## config.mk

```make
export PLATFORM = sky130hd
export DESIGN_NAME = wwst_front
export DESIGN_NICKNAME = d
export VERILOG_FILES = /design/src/rtl/core/write_watch_slot_table_core_defines.svh /design/src/rtl/core/wwst_pkg.sv /design/src/rtl/core/wwst_front.sv
export SDC_FILE = /design/constraint.sdc
export NUM_CORES = 1
export LEC_CHECK = 0
export ABC_AREA = 0
export BUFFER_PORTS_ARGS = -buffer_cell sky130_fd_sc_hd__buf_2
export CORE_MARGIN = 8
export CORE_UTILIZATION = 45
export DETAILED_ROUTE_END_ITERATION = 12
export PLACE_DENSITY = 0.73
export SLEW_MARGIN = 10
export SYNTH_ARGS = -nofsm -noshare
export SYNTH_HDL_FRONTEND = slang
export SYNTH_SLANG_ARGS = --single-unit
```

## constraint.sdc

```tcl
create_clock -name clk_i -period 8.2 [get_ports clk_i]
set_input_delay 0.41 -clock clk_i [delete_from_list [all_inputs] [get_ports clk_i]]
set_output_delay 0.41 -clock clk_i [all_outputs]
set_load 0.02 [all_outputs]
```

## src/rtl/core/write_watch_slot_table_core_defines.svh

```systemverilog
// assertion macros for the write-watch slot table
`ifndef WRITE_WATCH_SLOT_TABLE_CORE_DEFINES_SVH
`define WRITE_WATCH_SLOT_TABLE_CORE_DEFINES_SVH
`ifndef ASSERT_OFF
`define WWST_ASSERT(label, clk, rst_n, prop) \
  label: assert property (@(posedge clk) disable iff (!rst_n) (prop)) \
    else $error("assertion failed");
`define WWST_ASSERT_KNOWN(label, clk, rst_n, sig) \
  label: assert property (@(posedge clk) disable iff (!rst_n) !$isunknown(sig)) \
    else $error("unknown value");
`else
`define WWST_ASSERT(label, clk, rst_n, prop)
`define WWST_ASSERT_KNOWN(label, clk, rst_n, sig)
`endif
`endif

```

## src/rtl/core/wwst_pkg.sv

```systemverilog
`default_nettype none
package wwst_pkg;

  localparam int unsigned NumSlotsDef = 4;
  localparam int unsigned LogDepthDef = 8;
  localparam int unsigned CntW        = 21;
  localparam logic [CntW-1:0] CntMax  = {CntW{1'b1}};
  localparam logic [31:0] PtrThrRst   = 32'hC000_0000;
  localparam logic [CntW-1:0] TrapRst = 21'h10_0000;

  // register indexes
  localparam logic [1:0] RegPtrThr  = 2'd0;
  localparam logic [1:0] RegTrap    = 2'd1;
  localparam logic [1:0] RegStopPtr = 2'd2;

  // item modes
  localparam logic [2:0] ModeStore   = 3'd0;
  localparam logic [2:0] ModeArm     = 3'd1;
  localparam logic [2:0] ModeRoll    = 3'd2;
  localparam logic [2:0] ModeDisarm  = 3'd3;
  localparam logic [2:0] ModeDisAll  = 3'd4;
  localparam logic [2:0] ModeReadLog = 3'd5;

  // result status
  localparam logic [2:0] StDone    = 3'd0;
  localparam logic [2:0] StWatched = 3'd1;
  localparam logic [2:0] StNoSlot  = 3'd2;
  localparam logic [2:0] StNoMatch = 3'd3;
  localparam logic [2:0] StEmpty   = 3'd4;

  typedef struct packed {
    logic [2:0]  mode;
    logic [31:0] address;
    logic [31:0] value;
    logic [31:0] pc;
    logic [31:0] lr;
    logic [2:0]  cpu;
    logic [14:0] pid;
    logic        irq_ctx;
    logic        flag;
    logic [1:0]  slot_index;
    logic        pointer_log;
    logic [2:0]  log_index;
  } item_in_t;

  typedef struct packed {
    logic [2:0]      status;
    logic [1:0]      slot;
    logic [CntW-1:0] hits;
    logic [CntW-1:0] pointer_hits;
    logic            slot_armed;
    logic [29:0]     slot_word;
    logic [31:0]     log_value;
    logic [31:0]     log_pc;
    logic [31:0]     log_lr;
    logic [2:0]      log_cpu;
    logic [14:0]     log_pid;
    logic            log_irq;
  } item_out_t;

endpackage
`default_nettype wire

```

## src/rtl/core/wwst_front.sv

```systemverilog
`default_nettype none
// front: accepts items into a two-entry queue and hands them to the back
module wwst_front import wwst_pkg::*; (
  input  wire           clk_i,
  input  wire           rst_ni,
  input  wire           start_i,
  input  wire item_in_t item_i,
  output logic          busy_o,
  output logic          q_valid_o,
  output item_in_t      q_item_o,
  input  wire           q_pop_i
);

  item_in_t  mem_q [2];
  logic      wr_ptr_q, rd_ptr_q;
  logic [1:0] cnt_q, cnt_d;
  logic       push;

  assign busy_o    = (cnt_q == 2'd2);
  assign push      = start_i && !busy_o;
  assign q_valid_o = (cnt_q != 2'd0);
  assign q_item_o  = mem_q[rd_ptr_q];

  // occupancy
  always_comb begin
    cnt_d = cnt_q;
    if (push && !(q_pop_i && q_valid_o)) cnt_d = cnt_q + 2'd1;
    else if (!push && q_pop_i && q_valid_o) cnt_d = cnt_q - 2'd1;
  end

  always_ff @(posedge clk_i or negedge rst_ni) begin
    if (!rst_ni) begin
      wr_ptr_q <= 1'b0;
      rd_ptr_q <= 1'b0;
      cnt_q    <= 2'd0;
    end else begin
      cnt_q <= cnt_d;
      if (push) wr_ptr_q <= ~wr_ptr_q;
      if (q_pop_i && q_valid_o) rd_ptr_q <= ~rd_ptr_q;
    end
  end

  // payload storage
  always_ff @(posedge clk_i) begin
    if (push) mem_q[wr_ptr_q] <= item_i;
  end

endmodule
`default_nettype wire

```

==> results_dict.tcl, run 1 <==
set metrics [dict create \
    timing.critical_path.slowest_cell_delay_ns 1.02 \
    post_cts_resize_count 0 \
    cts.reportedPaths.clkPinSlew_ns 0.06 \
    max_cap_violations 0 \
    worst_ir_drop_vdd_uv 273 \
    preCtsSetupSlack_ns 5.25 \
    clock_power_share_pct 26.7 \
    routed_wire_length_per_instance_um 20.4 \
    syn_area_per_cell_um2 23.4 \
    cts_tree "done" \
    placementRows 59 \
    post-route-period-util_pct 41.8 \
    synth_cells 511 \
    design.portCount 320 \
    fp.dieArea_um2 32100 \
    placement.io_buffers 319 \
    seq_power_share_pct 41.4 \
    avgViaCountPerCell 4.91 \
    final-hold-violation-count 0 \
    worst-path-buf-inv 2 \
    accumulated_negative_setup_slack_ns 0 \
    die_height_um 179 \
    clock-root-buffer "sky130_fd_sc_hd__clkbuf_16" \
    detailedRoute.firstPassIterationCount 4 \
    worstMarginPinSlew_ns 1.05 \
    areaGrowthSynthToFinish_pct 25.1 \
    yosys_most_used_dff "sky130_fd_sc_hd__edfxtp_1" \
    synth.cells.most_frequent "sky130_fd_sc_hd__edfxtp_1 (314), sky130_fd_sc_hd__mux2_4 (101), sky130_fd_sc_hd__mux2_2 (56)" \
    worst_setup_slack_final_ns 4.77 \
    finish.cell_count_without_fillers 1216 \
    setup_viol_count_final 0 \
    async_flop_share_pct 1.26 \
    drt-total-wl_um 24800 \
    dp_hpwl_um 16900 \
    floorplan.die.width_um 179 \
    cellLeakagePower_nw 5.90 \
    rr_startpoint "cnt_q[0]" \
    critPathLaunchType "register" \
    drive_gt1_share_pct 60.4 \
    grt_max_degree 78 \
    cts.htree.levels 2 \
    worst_path_dominant_cell_family "buffers and inverters" \
    synth_top_cell_area_share_pct 78.8 \
    wire_length_of_the_first_global_routing_pass_um 35500 \
    max-clock-path-buffers 3 \
    cts-buffers-inserted 34 \
    synthesis.nets 672 \
    final_net_count 1016 \
    path_max_fanout 57 \
    worstPathArrival_ns 3.02 \
    timing.critical_path.required_ns 7.79 \
    status "completed" \
    detail_route.drc_violations 0 \
    holdCritPathClass "input port to register" \
    fin_crit_ns 3.43 \
    setup.worst_path.end_class "output port" \
    synth_top_area_cell "sky130_fd_sc_hd__edfxtp_1" \
    floorplan.initialDensity_pct 45.9 \
    initialDrtViolationCount 286 \
    ys_ff_latch 318 \
    antenna_violating_nets_post_route 0 \
    p_sw_share_pct 31.1 \
    switching_component_of_the_power_mw 1.73 \
    comb_power_share_pct 32.0 \
    dr_total_vias 5975 \
    finalMaxSlewViolations 0 \
    critical_path.cell_chain "buf_4, mux2_2, buf_2" \
    timing.critical_path.from "rd_ptr_q" \
    synth-edff-count 314 \
    grt_overflow 0 \
    timing.setup.critical_path_class "register to output port" \
    synth.cell_area_um2 12000 \
    skew_ns 0.0124 \
    yosysWarnings 0 \
    count_of_unique_library_cells_instantiated_by_yosys 19 \
    worst_slew_margin_rel_pct 30.0 \
    cpMaxStageDelayCell "sky130_fd_sc_hd__dfrtp_4" \
    worst-r2r-setup-slack_ns 5.47 \
    post-place-cells 1153 \
    max_freq_mhz 292 \
    synth_area_leaders "sky130_fd_sc_hd__edfxtp_1 (79%), sky130_fd_sc_hd__mux2_4 (13%), sky130_fd_sc_hd__mux2_2 (5.3%)" \
    most_used_standard_cell_by_instance_count_after_synthesis "sky130_fd_sc_hd__edfxtp_1" \
    yosysSeqAreaShare_pct 79.6 \
    gr-usage-all-layers_pct 14.5 \
    total_internal_power_mw 3.84 \
    fp.coreArea_um2 26100 \
    power.density_nw_per_um2 372 \
    clk_lat_worst_skew_ns 0.49 \
    initial_antenna_violation_count 6 \
    clock_sink_count 318 \
    min_from "item_i[55]" \
    first_global_vias 6453 \
    setup_repair_after_global_routing_missed_its_margin "false" \
    gp_routability_congestion 0.722 \
]
-- per-stage QoR --
step	total power, mW	area, um^2	util, %	hold WS (ns)
finish	5.57	15000	57.4	0.104
global route	5.80	15000	57.4	0.0755
CTS	5.66	15000	57.4	0.0752
detailed placement	4.15	13900	53.2	0.230
global placement	4.13	13900	53.2	0.230
floorplan	3.70	12000	-	0.114
-- placed cells by master (no fill, tap or decap) --
cell type	Yosys	final
sky130_fd_sc_hd__clkinv_1	0	7
sky130_fd_sc_hd__diode_2	0	2
sky130_fd_sc_hd__a21oi_1	3	3
sky130_fd_sc_hd__nand2b_1	1	1
sky130_fd_sc_hd__clkinv_2	0	4
sky130_fd_sc_hd__nor2_4	0	1
sky130_fd_sc_hd__nor2b_1	1	1
sky130_fd_sc_hd__buf_4	0	6
sky130_fd_sc_hd__mux2_4	101	101
sky130_fd_sc_hd__o21ai_0	2	2
sky130_fd_sc_hd__nor3b_1	1	1
sky130_fd_sc_hd__clkbuf_16	0	37
sky130_fd_sc_hd__buf_2	3	319
sky130_fd_sc_hd__or2_2	1	1
sky130_fd_sc_hd__mux2_2	56	56
sky130_fd_sc_hd__dfrtp_1	4	3
sky130_fd_sc_hd__and3_4	0	1
sky130_fd_sc_hd__edfxtp_1	314	314
sky130_fd_sc_hd__o211ai_1	1	1
sky130_fd_sc_hd__dfrtp_4	0	1
sky130_fd_sc_hd__clkinvlp_4	0	1
sky130_fd_sc_hd__inv_1	2	2
sky130_fd_sc_hd__clkbuf_1	0	8
sky130_fd_sc_hd__nand2_1	2	2
sky130_fd_sc_hd__bufinv_16	0	3
sky130_fd_sc_hd__dlygate4sd3_1	0	1
sky130_fd_sc_hd__xnor2_1	2	2
-- state kept, by name, summed over array words and instances (netlist names) --
name and flops:
wr_ptr_q 1, mem_q 314, rd_ptr_q 1, cnt_q 2
-- power by group through the flow --
| stage | logic, mW | registers, mW | clock network (mW) |
|---|---|---|---|
| final | 1.78 | 2.31 | 1.49 |
| after global routing | 1.88 | 2.34 | 1.58 |
| after CTS | 1.82 | 2.31 | 1.53 |
| after detailed placement | 1.81 | 2.34 | 0 |
| after global placement | 1.80 | 2.33 | 0 |
| after floorplan | 1.38 | 2.32 | 0 |
-- what timing repair did --
item	CTS	global route
hold buffers	1	0
endpoints found under the hold margin	4	0
buffers inserted	0	0
-- worst paths after layout --
path                                       to  cells after the start
worst max-delay path              q_item_o[5]                      3
worst min-delay path             mem_q[1][55]                      1
max in group asynchronous            rd_ptr_q                      2
worst min register to register       wr_ptr_q                      1
worst max register to register  mem_q[0][101]                      4
min in group asynchronous            rd_ptr_q                      2
-- cell families after synthesis --
family          share of synthesized area, %
simple gates                           0.366
xor+xnor                               0.146
mux                                     17.9
flops                                   79.6
buf+inv                                 1.63
compound gates                         0.272
-- routing by layer --
metal	wire length [um]	part of all wire [%]	vias up	global-route usage [%]
met5	50	0.20	-	0
met4	597	2.4	8	4.86
met3	2230	9.0	50	4.89
met2	12400	50	250	25.3
met1	9510	38	2940	16.4
li1	-	-	2727	-
-- worst register-to-register path, delay by kind of cell, from the launching register on --
kind,cells,cell delay [ns]
and+or+nand+nor,3,0.99
DFF,1,0.41
buffers and inverters,1,0.88
-- layout make-up --
type | count | area, um^2
multi-input cells | 173 | 2250
inverters | 2 | 7.51
clock inverters | 15 | 144
fillers | 1991 | 11100
flip-flops and latches | 318 | 9530
clock buffers | 45 | 956
repair buffers | 326 | 1650
well taps | 335 | 419
diodes | 2 | 5.00
Power figures use the tool's default switching activity.
==> inputs of run 2 (changes only) <==
PLACE_DENSITY = 0.7   (was 0.73)
clock period = 3.3 ns   (was 8.2 ns; I/O delays follow)
==> results_dict.tcl, run 2 (synthesis gave the netlist of run 1 again) <==
set metrics [dict create \
    status "completed" \
    clk_lat_worst_skew_ns 0.49 \
    floorplan.die.width_um 179 \
    areaGrowthSynthToFinish_pct 39.5 \
    post_cts_resize_count 0 \
    placement.io_buffers 319 \
    clock-root-buffer "sky130_fd_sc_hd__clkbuf_16" \
    cpMaxStageDelayCell "sky130_fd_sc_hd__dfrtp_4" \
    worst_ir_drop_vdd_uv 565 \
    cts.reportedPaths.clkPinSlew_ns 0.06 \
    cts_tree "done" \
    setup_viol_count_final 0 \
    largest_registers "mem_q: 314 flops, cnt_q: 2 flops" \
    largest_register "mem_q" \
    drive_gt1_share_pct 51.5 \
    max_ffs_per_register 314 \
    power.density_nw_per_um2 854 \
    placementRows 59 \
    switching_component_of_the_power_mw 4.40 \
    timing.setup.critical_path_class "register to output port" \
    floorplan.initialDensity_pct 45.9 \
    use_met3_pct 5.03 \
    crit-reg2reg-capture "mem_q[1][28]" \
    dp_hpwl_um 16400 \
    accumulated_negative_setup_slack_ns 0 \
    rr_startpoint "cnt_q[0]" \
    finalMaxSlewViolations 0 \
    timing.critical_path.slowest_cell_delay_ns 0.69 \
    drt-total-wl_um 26500 \
    whs_endpoint "mem_q[0][11]" \
    worst-path-buf-inv 2 \
    worst-r2r-setup-slack_ns 1.38 \
    number_of_cell_instances_on_the_worst_register_to_register_path 3 \
    fill_cells 1779 \
    min_from "item_i[11]" \
    detail_route.drc_violations 0 \
    fp.coreArea_um2 26100 \
    worst_path_dominant_cell_family "flip-flops" \
    postCtsHoldBufs 161 \
    path_max_fanout 66 \
    detailedRoute.firstPassIterationCount 4 \
    gr-usage-all-layers_pct 15.7 \
    setup_repair_after_global_routing_missed_its_margin "false" \
    cts.htree.levels 2 \
    clock_power_share_pct 27.3 \
    grt_overflow 0 \
    routed_wire_length_per_instance_um 19.3 \
    worstPathArrival_ns 2.30 \
    cellLeakagePower_nw 6.63 \
    wire_length_of_the_first_global_routing_pass_um 38700 \
    final_net_count 1177 \
    globalRouteMet1Util_pct 18.2 \
    post-cts-setup-buffer-count 0 \
    critical_path.cell_chain "buf_12, mux2_2, buf_2" \
    power_after_layout_mw 14.3 \
    mostFrequentLayoutCell "sky130_fd_sc_hd__buf_2" \
    max-clock-path-buffers 3 \
    worst_hold_path.num_cells 2 \
    skew_ns 0.0105 \
    design.portCount 320 \
    final-hold-violation-count 0 \
    initialDrtViolationCount 341 \
    worstMarginPinSlew_ns 0.788 \
    grt_util_met2_pct 27.0 \
    most_frequent_cells_in_the_layout "sky130_fd_sc_hd__buf_2 (319), sky130_fd_sc_hd__edfxtp_1 (314), sky130_fd_sc_hd__dlygate4sd3_1 (161)" \
    die_height_um 179 \
    critPathLaunchType "register" \
    max_freq_mhz 406 \
    comb_power_share_pct 33.3 \
    first_global_vias 7158 \
    critical_path_cell_count 3 \
    num_antenna_cells 0 \
    gp_routability_congestion 0.711 \
    clock_sink_count 318 \
    seq_power_share_pct 39.4 \
    holdCritPathClass "input port to register" \
    avgViaCountPerCell 4.81 \
    setup.worst_path.end_class "output port" \
    max_cap_violations 0 \
    timing.critical_path.required_ns 3.13 \
    worst_slew_margin_rel_pct 47.5 \
    post-route-period-util_pct 74.7 \
    dr_total_vias 6602 \
    antenna_violating_nets_post_route 0 \
    cts-buffers-inserted 34 \
    initial_antenna_violation_count 1 \
    p_sw_share_pct 30.9 \
    grt-busiest-layer "met2" \
    total_internal_power_mw 9.85 \
    fp.dieArea_um2 32100 \
    fin_crit_ns 2.46 \
    grt_max_degree 99 \
]
[run 2: worst max path at each step]
stage | end | start | slack (ns)
finish | q_item_o[12] | rd_ptr_q | 0.84
global route | q_item_o[12] | rd_ptr_q | 0.74
CTS | q_item_o[12] | rd_ptr_q | 0.80
detailed placement | q_item_o[12] | rd_ptr_q | 1.35
global placement | q_item_o[10] | rd_ptr_q | 1.36
floorplan | mem_q[0][0] | cnt_q[0] | -0.02
[run 2: per-layer routing]
layer | vias up | wire length (um) | part of all wire [%]
li1 | 3049 | - | -
met1 | 3235 | 10000 | 38
met2 | 272 | 13300 | 50
met3 | 44 | 2580 | 9.7
met4 | 2 | 579 | 2.2
met5 | - | 8 | 0.030
[run 2: worst reg2reg max path, stage by stage, from the launching register on]
cell and delay, ns:
sky130_fd_sc_hd__dfrtp_1 0.40, sky130_fd_sc_hd__nand2b_4 0.17, sky130_fd_sc_hd__and3_4 0.52, sky130_fd_sc_hd__buf_12 0.39
[run 2: per-stage QoR]
stage	cells	hold slack, ns	area (um^2)	utilization, %	worst slack (ns)
after floorplan	511	-0.131	12000	-	-0.0246
after global placement	1154	-0.000856	13900	53.5	1.36
after detailed placement	1154	-0.00364	13900	53.5	1.35
after CTS	1373	0.365	16700	64.1	0.805
after global routing	1373	0.381	16700	64.1	0.736
final	1373	0.395	16700	64.1	0.835
[run 2: power groups by stage]
stage          Combinational [mW]  Clock, mW  Sequential, mW
5_1_grt                      5.02       4.13            5.69
3_3_place_gp                 4.64          0            5.67
3_5_place_dp                 4.65          0            5.71
6_report                     4.75       3.89            5.62
2_1_floorplan                3.44          0            5.64
4_1_cts                      4.82       3.97            5.63
[run 2: cell type report]
cell class | instances | area (um^2) | share of cell area, %
clock buffer | 45 | 956 | 5.73
timing repair buffer | 487 | 3320 | 19.9
inverter | 2 | 7.51 | 0.0450
tap | 335 | 419 | 2.51
sequential | 318 | 9530 | 57.1
multi-input combinational | 173 | 2270 | 13.6
clock inverter | 13 | 189 | 1.13
==> inputs of run 3 (changes only) <==
PLACE_DENSITY = 0.73   (was 0.7)
clock period = 2 ns   (was 3.3 ns; I/O delays follow)
==> results_dict.tcl, run 3 (synthesis gave the netlist of run 1 again) <==
set metrics [dict create \
    post-route-period-util_pct 101 \
    cellLeakagePower_nw 6.76 \
    placement.io_buffers 319 \
    cts_tree "done" \
    timing.hold.ws_ns 0.286 \
    largest_registers "mem_q: 314 flops, cnt_q: 2 flops" \
    worst_slew_margin_rel_pct 67.6 \
    fp.dieArea_um2 32100 \
    critical_path.cell_chain "bufbuf_16, mux2_2, buf_2" \
    failing_checks "setup timing" \
    max_cap_violations 0 \
    final-hold-violation-count 0 \
    seq_area_um2 9530 \
    postLayoutCoreUtil_pct 65.4 \
    cts-buffers-inserted 31 \
    max_ffs_per_register 314 \
    timing.setup.critical_path_class "register to output port" \
    design.portCount 320 \
    final_net_count 1185 \
    max_freq_mhz 495 \
    die_height_um 179 \
    skew_ns 0.0134 \
    largest_register "mem_q" \
    worstPathArrival_ns 1.92 \
    dr_total_vias 6633 \
    path_max_fanout 25 \
    placementRows 59 \
    dp_hpwl_um 17100 \
    floorplan.die.width_um 179 \
    worstMarginPinSlew_ns 0.486 \
    finalMaxSlewViolations 0 \
    worst-path-buf-inv 2 \
    antenna_violating_nets_post_route 0 \
    areaGrowthSynthToFinish_pct 42.4 \
    timing.critical_path.slowest_cell_delay_ns 0.46 \
    critPathLaunchType "register" \
    setup.worst_path.end_class "output port" \
    timing.critical_path.required_ns 1.90 \
    drt-total-wl_um 27400 \
    cts.htree.levels 1 \
    max-clock-path-buffers 3 \
    avgViaCountPerCell 4.80 \
    power.density_nw_per_um2 1410 \
    setup_viol_count_final 18 \
    accumulated_negative_setup_slack_ns -0.115 \
    initial_antenna_violation_count 2 \
    initialDrtViolationCount 349 \
    detailedRoute.firstPassIterationCount 4 \
    clk_lat_worst_skew_ns 0.54 \
    gp_routability_congestion 0.715 \
    worst_setup_slack_final_ns -0.0209 \
    grt_overflow 0 \
    fin_crit_ns 2.02 \
    cpMaxStageDelayCell "sky130_fd_sc_hd__dfrtp_4" \
    routed_wire_length_per_instance_um 19.8 \
    worst_ir_drop_vdd_uv 971 \
    gr-usage-all-layers_pct 16.1 \
    floorplan.initialDensity_pct 45.9 \
    fill_cells 1718 \
    detail_route.drc_violations 0 \
    worst_path_dominant_cell_family "buffers and inverters" \
    multi_input_area_um2 2270 \
    setup_repair_after_global_routing_missed_its_margin "true" \
    mostFrequentLayoutCell "sky130_fd_sc_hd__edfxtp_1" \
    first_global_vias 7278 \
    most_frequent_cells_in_the_layout "sky130_fd_sc_hd__edfxtp_1 (314), sky130_fd_sc_hd__buf_2 (270), sky130_fd_sc_hd__dlygate4sd3_1 (162)" \
    clock-root-buffer "sky130_fd_sc_hd__clkbuf_16" \
    wire_length_of_the_first_global_routing_pass_um 40000 \
    grt_max_degree 67 \
    fp.coreArea_um2 26100 \
    holdCritPathClass "input port to register" \
    cts.reportedPaths.clkPinSlew_ns 0.06 \
    status "finished, violations left" \
    drive_gt1_share_pct 51.9 \
    clock_sink_count 318 \
]
-- run 3: cell types whose count changed in the layout (fill, tap and decap cells not counted), moves of 2 or more --
| cell | change |
|---|---|
| sky130_fd_sc_hd__buf_6 | +29 |
| sky130_fd_sc_hd__clkbuf_16 | -6 |
| sky130_fd_sc_hd__clkinv_1 | +6 |
| sky130_fd_sc_hd__clkinv_2 | +2 |
| sky130_fd_sc_hd__buf_4 | +21 |
| sky130_fd_sc_hd__clkbuf_1 | -6 |
| sky130_fd_sc_hd__buf_2 | -49 |
| sky130_fd_sc_hd__buf_12 | +6 |
-- run 3: path summary, 6_finish.rpt --
kind / from / end / slack, ns / cells after the start
max: rd_ptr_q / q_item_o[4] / -0.02 / 3
min reg2reg: wr_ptr_q / wr_ptr_q / 0.57 / 1
min in group asynchronous: rst_ni / cnt_q[1] / 0.50 / 3
min: item_i[12] / mem_q[1][12] / 0.29 / 2
max reg2reg: cnt_q[0] / mem_q[1][65] / 0.37 / 3
max in group asynchronous: rst_ni / rd_ptr_q / 1.29 / 3
-- run 3: timing repair --
item | in CTS | in global routing
setup endpoints to repair | 93 | 132
hold buffers | 162 | 0
gates cloned | 1 | 0
endpoints found under the hold margin | 322 | 0
resized for setup | 20 | 79
setup buffers | 1 | 0
-- run 3: area by class of cell --
type	instances	share of cell area, %
tap	335	2.46
clock buffer	33	4.60
inverter	2	0.0441
multi-input combinational	173	13.3
antenna	1	0.0147
sequential	318	55.9
timing repair buffer	498	22.1
clock inverter	23	1.52
-- run 3: power by group --
group          internal, mW  switching (mW)
Clock                  3.58            2.32
Sequential             8.86           0.327
Combinational          4.13            4.74
Total                  16.6            7.39
-- run 3: metal layers --
metal / wire length [um] / GRT usage (%) / vias up
li1: - / - / 3067
met1: 9910 / 17.9 / 3238
met2: 14300 / 29.1 / 273
met3: 2430 / 5.10 / 53
met4: 706 / 4.79 / 2
met5: 8 / 0 / -
-- run 3: through the flow --
stage | setup slack, ns | power, mW | instances | instance area, um^2
5_1_grt | -0.0959 | 25.0 | 1383 | 17000
6_report | -0.0209 | 24.0 | 1383 | 17000
3_3_place_gp | 0.436 | 17.1 | 1162 | 14000
3_5_place_dp | 0.364 | 17.2 | 1162 | 14000
2_1_floorplan | -1.32 | 15.0 | 511 | 12000
4_1_cts | -0.0444 | 23.7 | 1382 | 16800
-- run 3: worst reg2reg max path, delay by kind of cell (launching register included) --
family	cells	cell delay [ns]
buf+inv	1	0.43
flops	1	0.41
simple gates	2	0.40
